File: config.mk
export PLATFORM = sky130hd
export DESIGN_NAME = weighted_rbf_kernel_top
export DESIGN_NICKNAME = d
export VERILOG_FILES = /design/src/wrbf_pkg.sv /design/src/wrbf_ram.sv /design/src/wrbf_div.sv /design/src/wrbf_dp.sv /design/src/wrbf_ctrl.sv /design/src/weighted_rbf_kernel_top.sv
export SDC_FILE = /design/constraint.sdc
export NUM_CORES = 2
export LEC_CHECK = 0
export BUFFER_PORTS_ARGS = -buffer_cell sky130_fd_sc_hd__buf_2
export CAP_MARGIN = 10
export CORE_MARGIN = 2
export CORE_UTILIZATION = 49
export CTS_BUF_LIST = sky130_fd_sc_hd__clkbuf_16
export CTS_CLUSTER_SIZE = 28
export DETAILED_ROUTE_END_ITERATION = 7
export HOLD_SLACK_MARGIN = 0.06
export SETUP_SLACK_MARGIN = 0.05
export SYNTH_ARGS = -nofsm -noshare
export SYNTH_HDL_FRONTEND = slang
export SYNTH_SLANG_ARGS = --single-unit
export TNS_END_PERCENT = 30
File: constraint.sdc
create_clock -name clk -period 13.62 [get_ports clk]
set_input_delay 1.362 -clock clk [delete_from_list [all_inputs] [get_ports clk]]
set_output_delay 1.362 -clock clk [all_outputs]
set_load 0.05 [all_outputs]
File: src/wrbf_pkg.sv
package wrbf_pkg;

  // Sizes of the width table and of the datapath words
  localparam int MAX_DIM_DEF = 64;
  localparam int TABLE_DEPTH = 64;
  localparam int TAB_AW      = 6;
  localparam int DIV_DW      = 49;
  localparam int CFG_IW      = 1;

  // Item codes
  localparam logic FUNC_LOAD = 1'b0;
  localparam logic FUNC_DATA = 1'b1;

  // Register indexes
  localparam logic [CFG_IW-1:0] REG_AMPLITUDE   = 1'd0;
  localparam logic [CFG_IW-1:0] REG_WIDTH_COUNT = 1'd1;

  // Multiplier operand selections
  localparam logic [2:0] MUL_NONE = 3'd0;
  localparam logic [2:0] MUL_MAG  = 3'd1;
  localparam logic [2:0] MUL_M    = 3'd2;
  localparam logic [2:0] MUL_TERM = 3'd3;
  localparam logic [2:0] MUL_E    = 3'd4;
  localparam logic [2:0] MUL_AMP  = 3'd5;

  // Largest exponent argument, 24.0 in Q.16
  localparam logic [20:0] X_CAP = 21'd1572864;

  typedef struct packed {
    logic               func;
    logic [TAB_AW-1:0]  width_index;
    logic [15:0]        width_value;
    logic signed [15:0] elem_a;
    logic signed [15:0] elem_b;
    logic               last_elem;
  } in_t;

  typedef struct packed {
    logic [23:0] kernel_value;
    logic [6:0]  dimension;
    logic        overflow;
  } out_t;

  typedef struct packed {
    logic       wr;
    logic       rd;
    logic       load_in;
    logic [2:0] mul_sel;
    logic       acc_elem;
    logic       drop;
    logic       div_x;
    logic       div_k;
    logic       load_x;
    logic       load_term;
    logic       clamp;
    logic       sq_step;
    logic       load_out;
  } cmd_t;

  typedef struct packed {
    logic func;
    logic full;
    logic last;
    logic div_done;
    logic k_last;
    logic sq_last;
    logic out_busy;
  } stat_t;

endpackage

File: src/wrbf_ram.sv
module wrbf_ram #(
  parameter int WIDTH = 16,
  parameter int DEPTH = 64
) (
  input  logic                     clk,
  input  logic                     we,
  input  logic [$clog2(DEPTH)-1:0] waddr,
  input  logic [WIDTH-1:0]         wdata,
  input  logic                     re,
  input  logic [$clog2(DEPTH)-1:0] raddr,
  output logic [WIDTH-1:0]         rdata
);

  logic [WIDTH-1:0] mem [DEPTH];

  // Write port and registered read port
  always_ff @(posedge clk) begin
    if (we) begin
      mem[waddr] <= wdata;
    end
    if (re) begin
      rdata <= mem[raddr];
    end
  end

endmodule

File: src/wrbf_div.sv
module wrbf_div #(
  parameter int DW = 49,
  parameter int VW = 12
) (
  input  logic          clk,
  input  logic          rst,
  input  logic          start,
  input  logic [DW-1:0] dividend,
  input  logic [VW-1:0] divisor,
  output logic [DW-1:0] quo,
  output logic          done
);

  localparam int NW = $clog2(DW + 1);

  logic [VW-1:0] dvs;
  logic [VW-1:0] rem;
  logic [NW-1:0] cnt;
  logic          busy;
  logic [VW:0]   trial;
  logic          ge;
  logic [VW-1:0] rem_next;
  logic [VW:0]   diff;

  // One restoring step: bring down the next dividend bit
  always_comb begin
    trial    = {rem, quo[DW-1]};
    ge       = trial >= {1'b0, dvs};
    diff     = trial - {1'b0, dvs};
    rem_next = ge ? diff[VW-1:0] : trial[VW-1:0];
  end

  always_ff @(posedge clk) begin
    if (rst) begin
      busy <= 1'b0;
      done <= 1'b0;
    end else begin
      done <= 1'b0;
      if (start) begin
        quo  <= dividend;
        dvs  <= divisor;
        rem  <= '0;
        cnt  <= '0;
        busy <= 1'b1;
      end else if (busy) begin
        quo <= {quo[DW-2:0], ge};
        rem <= rem_next;
        cnt <= cnt + NW'(1);
        if (cnt == NW'(DW - 1)) begin
          busy <= 1'b0;
          done <= 1'b1;
        end
      end
    end
  end

endmodule

File: src/wrbf_dp.sv
module wrbf_dp #(
  parameter int MAX_DIM = wrbf_pkg::MAX_DIM_DEF
) (
  input  logic                        clk,
  input  logic                        rst,
  input  wrbf_pkg::in_t               in_data,
  input  logic                        cfg_we,
  input  logic [wrbf_pkg::CFG_IW-1:0] cfg_index,
  input  logic [15:0]                 cfg_wdata,
  input  wrbf_pkg::cmd_t              cmd,
  output wrbf_pkg::stat_t             stat,
  output logic                        out_valid,
  input  logic                        out_stall,
  output wrbf_pkg::out_t              out_data
);
  import wrbf_pkg::*;

  localparam int CW = $clog2(MAX_DIM + 1);
  localparam int EW = (CW > 7) ? CW : 7;
  localparam int VW = (CW + 1 > 3) ? CW + 1 : 3;

  logic [15:0]        amplitude;
  logic [6:0]         width_count;
  logic signed [15:0] elem_a;
  logic signed [15:0] elem_b;
  logic               last;
  logic [47:0]        square_sum;
  logic [CW-1:0]      element_count;
  logic               overflow_seen;
  logic [63:0]        prod;
  logic [26:0]        r;
  logic [31:0]        term;
  logic signed [34:0] acc;
  logic [2:0]         k;
  logic [31:0]        e;
  logic [3:0]         sq_cnt;

  logic [EW-1:0]       count_ext;
  logic [TAB_AW-1:0]   rd_addr;
  logic [15:0]         rd_w;
  logic signed [16:0]  diff;
  logic [16:0]         neg_diff;
  logic [15:0]         mag;
  logic [33:0]         rnd_m;
  logic [63:0]         rnd_t;
  logic [63:0]         rnd_e;
  logic [63:0]         rnd_k;
  logic [31:0]         mul_a;
  logic [31:0]         mul_b;
  logic [48:0]         sum_add;
  logic [CW-1:0]       count_d;
  logic [DIV_DW-1:0]   div_dividend;
  logic [VW-1:0]       div_divisor;
  logic [DIV_DW-1:0]   quo;
  logic                div_done;
  logic [20:0]         xq;
  logic [35:0]         r_full;
  logic signed [34:0]  term_ext;

  // Width table
  assign count_ext = EW'(element_count);
  assign rd_addr = (count_ext < EW'(width_count) && count_ext < EW'(TABLE_DEPTH))
                   ? count_ext[TAB_AW-1:0] : '0;

  wrbf_ram #(
    .WIDTH(16),
    .DEPTH(TABLE_DEPTH)
  ) u_table (
    .clk  (clk),
    .we   (cmd.wr),
    .waddr(in_data.width_index),
    .wdata(in_data.width_value),
    .re   (cmd.rd),
    .raddr(rd_addr),
    .rdata(rd_w)
  );

  // Shared divider: distance scaling and the series terms
  assign count_d      = (element_count == '0) ? CW'(1) : element_count;
  assign div_dividend = cmd.div_x ? ({1'b0, square_sum} + DIV_DW'(count_d))
                                  : DIV_DW'(rnd_t[63:31]);
  assign div_divisor  = cmd.div_x ? VW'({count_d, 1'b0}) : VW'(k);

  wrbf_div #(
    .DW(DIV_DW),
    .VW(VW)
  ) u_div (
    .clk     (clk),
    .rst     (rst),
    .start   (cmd.div_x | cmd.div_k),
    .dividend(div_dividend),
    .divisor (div_divisor),
    .quo     (quo),
    .done    (div_done)
  );

  // Element arithmetic and rounding of products
  always_comb begin
    diff     = {elem_a[15], elem_a} - {elem_b[15], elem_b};
    neg_diff = -diff;
    mag      = diff[16] ? neg_diff[15:0] : diff[15:0];
    rnd_m    = prod[33:0] + 34'd2048;
    rnd_t    = prod + 64'h4000_0000;
    rnd_e    = prod + 64'h4000_0000;
    rnd_k    = prod + 64'h40_0000;
    sum_add  = {1'b0, square_sum} + 49'(prod[41:0]);
    xq       = (quo > DIV_DW'(X_CAP)) ? X_CAP : quo[20:0];
    r_full   = {xq, 15'd0} + 36'd256;
    term_ext = 35'(quo[31:0]);
  end

  // Multiplier operand select
  always_comb begin
    case (cmd.mul_sel)
      MUL_MAG: begin
        mul_a = 32'(mag);
        mul_b = 32'(rd_w);
      end
      MUL_M: begin
        mul_a = 32'(rnd_m[32:12]);
        mul_b = 32'(rnd_m[32:12]);
      end
      MUL_TERM: begin
        mul_a = term;
        mul_b = 32'(r);
      end
      MUL_E: begin
        mul_a = e;
        mul_b = e;
      end
      MUL_AMP: begin
        mul_a = 32'(amplitude);
        mul_b = e;
      end
      default: begin
        mul_a = '0;
        mul_b = '0;
      end
    endcase
  end

  always_ff @(posedge clk) begin
    prod <= mul_a * mul_b;
  end

  // Configuration registers
  always_ff @(posedge clk) begin
    if (rst) begin
      amplitude   <= 16'd256;
      width_count <= 7'd1;
    end else if (cfg_we) begin
      case (cfg_index)
        REG_AMPLITUDE:   amplitude   <= cfg_wdata;
        REG_WIDTH_COUNT: width_count <= cfg_wdata[6:0];
        default: ;
      endcase
    end
  end

  // Hold the element pair under work
  always_ff @(posedge clk) begin
    if (cmd.load_in) begin
      elem_a <= in_data.elem_a;
      elem_b <= in_data.elem_b;
      last   <= in_data.last_elem;
    end
  end

  // Accumulator, pair count and overflow flag
  always_ff @(posedge clk) begin
    if (rst) begin
      square_sum    <= '0;
      element_count <= '0;
      overflow_seen <= 1'b0;
    end else if (cmd.load_out) begin
      square_sum    <= '0;
      element_count <= '0;
      overflow_seen <= 1'b0;
    end else if (cmd.acc_elem) begin
      element_count <= element_count + CW'(1);
      if (sum_add[48]) begin
        square_sum    <= '1;
        overflow_seen <= 1'b1;
      end else begin
        square_sum <= sum_add[47:0];
      end
    end else if (cmd.drop) begin
      overflow_seen <= 1'b1;
    end
  end

  // Series for exp(-x/512), then nine squarings
  always_ff @(posedge clk) begin
    if (cmd.load_x) begin
      r    <= r_full[35:9];
      term <= 32'h8000_0000;
      acc  <= 35'sh0_8000_0000;
      k    <= 3'd1;
    end else if (cmd.load_term) begin
      term <= quo[31:0];
      acc  <= k[0] ? acc - term_ext : acc + term_ext;
      k    <= k + 3'd1;
    end
    if (cmd.clamp) begin
      if (acc < 0) begin
        e <= '0;
      end else if (acc > 35'sh0_8000_0000) begin
        e <= 32'h8000_0000;
      end else begin
        e <= acc[31:0];
      end
      sq_cnt <= '0;
    end else if (cmd.sq_step) begin
      e      <= rnd_e[62:31];
      sq_cnt <= sq_cnt + 4'd1;
    end
  end

  // Output register
  always_ff @(posedge clk) begin
    if (rst) begin
      out_valid <= 1'b0;
    end else if (cmd.load_out) begin
      out_valid <= 1'b1;
    end else if (!out_stall) begin
      out_valid <= 1'b0;
    end
  end

  always_ff @(posedge clk) begin
    if (cmd.load_out) begin
      out_data.kernel_value <= rnd_k[46:23];
      out_data.dimension    <= count_ext[6:0];
      out_data.overflow     <= overflow_seen;
    end
  end

  // Status to the controller
  always_comb begin
    stat.func     = in_data.func;
    stat.full     = element_count == CW'(MAX_DIM);
    stat.last     = last;
    stat.div_done = div_done;
    stat.k_last   = k == 3'd6;
    stat.sq_last  = sq_cnt == 4'd8;
    stat.out_busy = out_valid && out_stall;
  end

endmodule

File: src/wrbf_ctrl.sv
module wrbf_ctrl (
  input  logic            clk,
  input  logic            rst,
  input  logic            in_valid,
  output logic            in_stall,
  input  wrbf_pkg::stat_t stat,
  output wrbf_pkg::cmd_t  cmd
);
  import wrbf_pkg::*;

  localparam logic [3:0] S_IDLE   = 4'd0;
  localparam logic [3:0] S_MAG    = 4'd1;
  localparam logic [3:0] S_SQ     = 4'd2;
  localparam logic [3:0] S_ACC    = 4'd3;
  localparam logic [3:0] S_XSTART = 4'd4;
  localparam logic [3:0] S_XWAIT  = 4'd5;
  localparam logic [3:0] S_TMUL   = 4'd6;
  localparam logic [3:0] S_TSTART = 4'd7;
  localparam logic [3:0] S_TWAIT  = 4'd8;
  localparam logic [3:0] S_CLAMP  = 4'd9;
  localparam logic [3:0] S_SQR    = 4'd10;
  localparam logic [3:0] S_SQW    = 4'd11;
  localparam logic [3:0] S_AMP    = 4'd12;
  localparam logic [3:0] S_OUT    = 4'd13;

  logic [3:0] state;
  logic [3:0] state_next;
  logic       accept;

  assign in_stall = state != S_IDLE;
  assign accept   = in_valid && state == S_IDLE;

  // Sequence one item
  always_comb begin
    cmd        = '0;
    state_next = state;
    case (state)
      S_IDLE: begin
        cmd.wr      = accept && stat.func == FUNC_LOAD;
        cmd.rd      = accept && stat.func == FUNC_DATA;
        cmd.load_in = accept && stat.func == FUNC_DATA;
        if (accept && stat.func == FUNC_DATA) begin
          state_next = S_MAG;
        end
      end
      S_MAG: begin
        if (stat.full) begin
          cmd.drop   = 1'b1;
          state_next = stat.last ? S_XSTART : S_IDLE;
        end else begin
          cmd.mul_sel = MUL_MAG;
          state_next  = S_SQ;
        end
      end
      S_SQ: begin
        cmd.mul_sel = MUL_M;
        state_next  = S_ACC;
      end
      S_ACC: begin
        cmd.acc_elem = 1'b1;
        state_next   = stat.last ? S_XSTART : S_IDLE;
      end
      S_XSTART: begin
        cmd.div_x  = 1'b1;
        state_next = S_XWAIT;
      end
      S_XWAIT: begin
        if (stat.div_done) begin
          cmd.load_x = 1'b1;
          state_next = S_TMUL;
        end
      end
      S_TMUL: begin
        cmd.mul_sel = MUL_TERM;
        state_next  = S_TSTART;
      end
      S_TSTART: begin
        cmd.div_k  = 1'b1;
        state_next = S_TWAIT;
      end
      S_TWAIT: begin
        if (stat.div_done) begin
          cmd.load_term = 1'b1;
          state_next    = stat.k_last ? S_CLAMP : S_TMUL;
        end
      end
      S_CLAMP: begin
        cmd.clamp  = 1'b1;
        state_next = S_SQR;
      end
      S_SQR: begin
        cmd.mul_sel = MUL_E;
        state_next  = S_SQW;
      end
      S_SQW: begin
        cmd.sq_step = 1'b1;
        state_next  = stat.sq_last ? S_AMP : S_SQR;
      end
      S_AMP: begin
        cmd.mul_sel = MUL_AMP;
        state_next  = S_OUT;
      end
      S_OUT: begin
        cmd.mul_sel = MUL_AMP;
        if (!stat.out_busy) begin
          cmd.load_out = 1'b1;
          state_next   = S_IDLE;
        end
      end
      default: begin
        state_next = S_IDLE;
      end
    endcase
  end

  always_ff @(posedge clk) begin
    if (rst) begin
      state <= S_IDLE;
    end else begin
      state <= state_next;
    end
  end

endmodule

File: src/weighted_rbf_kernel_top.sv
// Weighted Gaussian RBF kernel. Width table entries (func 0) are written as
// accepted. An element pair (func 1) takes a table read, the scaled difference
// product, its square and the accumulate, all on one shared 32x32 multiplier,
// or is dropped as overflow once MAX_DIM pairs are held. A pair marked last
// then evaluates the kernel before the result is registered: the bit-serial
// divider runs seven times (one for the distance over 2d, six for the series
// terms), followed by nine squarings on the multiplier. The result waits in an
// output register, and the next vector's pairs are taken while it waits.
module weighted_rbf_kernel_top #(
  parameter int MAX_DIM = wrbf_pkg::MAX_DIM_DEF
) (
  input  logic                        clk,
  input  logic                        rst,
  input  logic                        in_valid,
  output logic                        in_stall,
  input  wrbf_pkg::in_t               in_data,
  output logic                        out_valid,
  input  logic                        out_stall,
  output wrbf_pkg::out_t              out_data,
  input  logic                        cfg_we,
  input  logic [wrbf_pkg::CFG_IW-1:0] cfg_index,
  input  logic [15:0]                 cfg_wdata
);
  import wrbf_pkg::*;

  cmd_t  cmd;
  stat_t stat;

  wrbf_ctrl u_ctrl (
    .clk     (clk),
    .rst     (rst),
    .in_valid(in_valid),
    .in_stall(in_stall),
    .stat    (stat),
    .cmd     (cmd)
  );

  wrbf_dp #(
    .MAX_DIM(MAX_DIM)
  ) u_dp (
    .clk      (clk),
    .rst      (rst),
    .in_data  (in_data),
    .cfg_we   (cfg_we),
    .cfg_index(cfg_index),
    .cfg_wdata(cfg_wdata),
    .cmd      (cmd),
    .stat     (stat),
    .out_valid(out_valid),
    .out_stall(out_stall),
    .out_data (out_data)
  );

  // An element pair always occupies the block past its transfer
  a_pair_busy: assert property (@(posedge clk) disable iff (rst)
    (in_valid && !in_stall && in_data.func == FUNC_DATA) |=> in_stall)
    else $error("element pair did not hold off the input");

  // A table load completes in its own cycle
  a_load_free: assert property (@(posedge clk) disable iff (rst)
    (in_valid && !in_stall && in_data.func == FUNC_LOAD) |=> !in_stall)
    else $error("table load held off the input");

  // A result only appears at the end of work on a closing pair
  a_out_from_busy: assert property (@(posedge clk) disable iff (rst)
    $rose(out_valid) |-> $past(in_stall))
    else $error("result appeared while idle");

endmodule
==> metrics.yaml <==
run_status:
  run_status: "completed"
critical_path:
  startpoint_type: "flip-flop"
  rr_endpoint: "u_dp.prod[62]"
  crit_arrival_ns: 13.26
  r2r_cells: 35
  cp-end-kind: "flip-flop"
  r2r-start: "u_dp.elem_b[0]"
  slowest_stage: "o2111a_1"
  ff2ff_setup_slack_ns: 1.09
  criticalPathCategory: "reg -> reg"
  slowest_delay_ns: 0.93
  critPathMaxFanout: 13
  critical_path.most_common_cell: "fa_1"
  crit_required_ns: 14.35
pwr:
  p_leak_nw: 43.1
  powerDensity_nw_per_um2: 95.0
  irDropWorstVdd_v: 0.000117
synth:
  yosysSeqAreaShare: 0.420
  async_flop_share: 0
  syn-num-nets: 10619
  yosysUniqueCellTypes: 101
  synthCells: 9251
  synth.avg_cell_area_um2: 10.6
  synth_warnings: 0
  synth_seq_cells: 1453
  yosysTopAreaCell: "edfxtp_1"
  yosys-top-cells-area: "edfxtp_1 (37%), fa_1 (18%), ha_1 (4.9%)"
  synth_most_common_cell: "edfxtp_1"
  synthesis.area_um2: 98500
  synth_flop_cell: "edfxtp_1"
  synth_edf_count: 1229
  yosysTopAreaCellShare: 0.375
  synthTopCellsByCount: "edfxtp_1 (1229), nand2_1 (1169), inv_1 (1168), fa_1 (901), nor2_1 (805)"
layout:
  nFillCells: 17632
  syn2layout_area_growth_pct: 9.54
  drive_above_1_share: 0.0954
  nNetsFinal: 10638
global_route:
  gr-usage-all-layers: 0.353
  grt_pass1_wl_um: 521000
  antenna_found_initial: 16
  grt-ovfl-total: 0
  grt_max_degree: 83
  first_global_vias: 73152
timing:
  finalSetupViolCount: 0
  relSlewSlack: 0.0903
  fmax_ghz: 0.0798
  finalClockSkew_ns: 0.0520
  finalMaxSlewViolations: 0
  post-route-period-util: 0.920
  tightest_slew_ns: 1.36
  hold_ws_ns: 0.452
  min_period_ns: 12.53
  rsz0062_at_grt: "no"
  tns_ns: 0
  finalHoldViolCount: 0
die:
  ios: 112
  coreArea_um2: 200000
  die_h_um: 452
  start_util: 0.493
  die_w_um: 452
  die_area_um2: 205000
  num_rows: 164
detailed_routing:
  antenna_left: 0
  drc: 0
  dr.pass1.iters: 7
  vias: 73542
  drt_wl_total_um: 361000
  drtIter0Drc: 8238
  vias_per_cell: 6.10
  wl_per_cell_um: 29.9
run:
  drv_cap: 0
min_path:
  min_to: "u_dp.out_data[0]"
  whs_path_depth: 0
  hold_start: "u_dp.overflow_seen"
  min-delay-path-class: "reg -> reg"
placed_design:
  gp_congestion: 1.02
  dpl.hpwl_um: 263000
  portBuffers: 111
cts:
  clock_tree.buffer_depth: 3
  cts_hold_buf: 0
  cts.clk_slew.worst_paths_ns: 0.07
  numCtsBuffers: 156
  cts.sinks: 1453
  clk_latency_ns: 0.83
  cts_repair_resize_count: 0
  htreeDepth: 4
  clock-root-buffer: "clkbuf_16"
  post-cts-setup-buffer-count: 0
  tritoncts: "done"
[final cells by class]
type	count	area [µm²]	share of cell area
Timing Repair Buffer	401	2760	0.0256
Clock inverter	126	990	0.00917
Antenna cell	5	12.5	0.000116
Multi-Input combinational cell	6090	51100	0.473
Sequential cell	1453	41400	0.384
Clock buffer	158	3950	0.0366
Inverter	1168	4380	0.0406
Tap cell	2656	3320	0.0308
[through the flow]
stage	util	power (mW)	instance area (µm²)	setup WS [ns]	cells
3_3_place_gp	0.515	6.17	103000	1.50	11767
4_1_cts	0.540	10.3	108000	1.30	12052
5_1_grt	0.540	10.5	108000	0.703	12052
6_report	0.540	10.2	108000	1.09	12057
2_1_floorplan	-	5.57	98500	3.94	9251
3_5_place_dp	0.515	6.17	103000	1.36	11768
[registers in the layout, summed over array words and instances (netlist names), 3 cells and up]
register,count
u_dp.u_table.mem,1024
u_dp.prod,64
u_dp.u_div.quo,49
u_dp.square_sum,48
u_dp.acc,35
u_dp.e,32
u_dp.out_data,32
u_dp.term,32
u_dp.r,21
u_dp.amplitude,16
u_dp.elem_a,16
u_dp.elem_b,16
u_dp.u_table.rdata,16
u_dp.u_div.dvs,8
u_dp.u_div.rem,8
u_dp.count_ext,7
u_dp.width_count,7
u_dp.u_div.cnt,6
u_ctrl.state,4
u_dp.sq_cnt,4
u_dp.k,3
[report_power, final]
part	switching [mW]	leakage, nW	internal (mW)	total (mW)
clock network	1.86	2.51	2.28	4.13
registers	0.0678	12.9	4.86	4.93
logic	0.873	27.7	0.314	1.19
total	2.80	43.1	7.45	10.2
[worst max-delay path: cells and delay by family, from the launching register on]
kind                     cells  cell delay [ns]
AO/OA/AOI/OAI               15             4.78
adder cells (fa/ha/maj)     11             5.33
AND/OR/NAND/NOR              3             0.57
buffers and inverters        4             0.26
flip-flops                   1             0.37
XOR/XNOR                     2             1.06
[worst max path at each step]
stage	start	endpoint	depth (start not counted)
after floorplan	u_dp.count_ext[0]	u_dp.prod[62]	38
after global placement	u_dp.elem_b[0]	u_dp.prod[60]	35
after detailed placement	u_ctrl.state[1]	u_dp.prod[62]	31
after CTS	u_ctrl.state[1]	u_dp.prod[62]	31
after global routing	u_ctrl.state[1]	u_dp.prod[60]	31
final	u_dp.elem_b[0]	u_dp.prod[62]	35
[metal layers]
metal | track usage | wire length [µm] | part of all wire | vias up
li1 | - | - | - | 31678
met1 | 0.473 | 144000 | 0.40 | 37311
met2 | 0.534 | 159000 | 0.44 | 3633
met3 | 0.0631 | 31100 | 0.086 | 914
met4 | 0.221 | 27300 | 0.076 | 6
met5 | 0 | 39 | 0.00011 | -
[cell families (layout without fill, tap and decap cells)]
family | after synthesis | after routing | share of synthesized area
xor gates and xnor gates | 306 | 306 | 0.0272
and+or+nand+nor | 2602 | 2602 | 0.114
AOI/OAI and AO/OA | 1694 | 1694 | 0.116
other | 0 | 5 | 0
muxes | 198 | 198 | 0.0236
buffers and inverters | 1708 | 1853 | 0.0657
adders and majority gates | 1290 | 1290 | 0.233
DFF | 1453 | 1453 | 0.420
[layout by cell type, fill, tap and decap left out, types with 53 or more instances in the layout]
cell / synthesis / final
a21oi_1: 318 / 315
buf_2: 30 / 111
ha_1: 389 / 389
nand4_1: 69 / 69
nor2_1: 805 / 780
and2_1: 72 / 71
o22ai_1: 114 / 114
nand3_1: 140 / 139
o21ai_0: 273 / 273
dfxtp_1: 224 / 222
and3_1: 76 / 74
a31oi_1: 150 / 148
nor3_1: 59 / 53
nand2_1: 1169 / 1164
fa_1: 901 / 901
xor2_1: 127 / 127
mux2i_1: 69 / 69
buf_4: 5 / 288
xnor2_1: 179 / 179
o22a_1: 66 / 66
mux2_2: 113 / 113
clkbuf_16: 0 / 158
edfxtp_1: 1229 / 1229
o211ai_1: 142 / 142
o221ai_1: 119 / 118
nand2b_1: 60 / 60
inv_1: 1168 / 1196
a21o_1: 67 / 65
(Power assumes the default switching activity.)
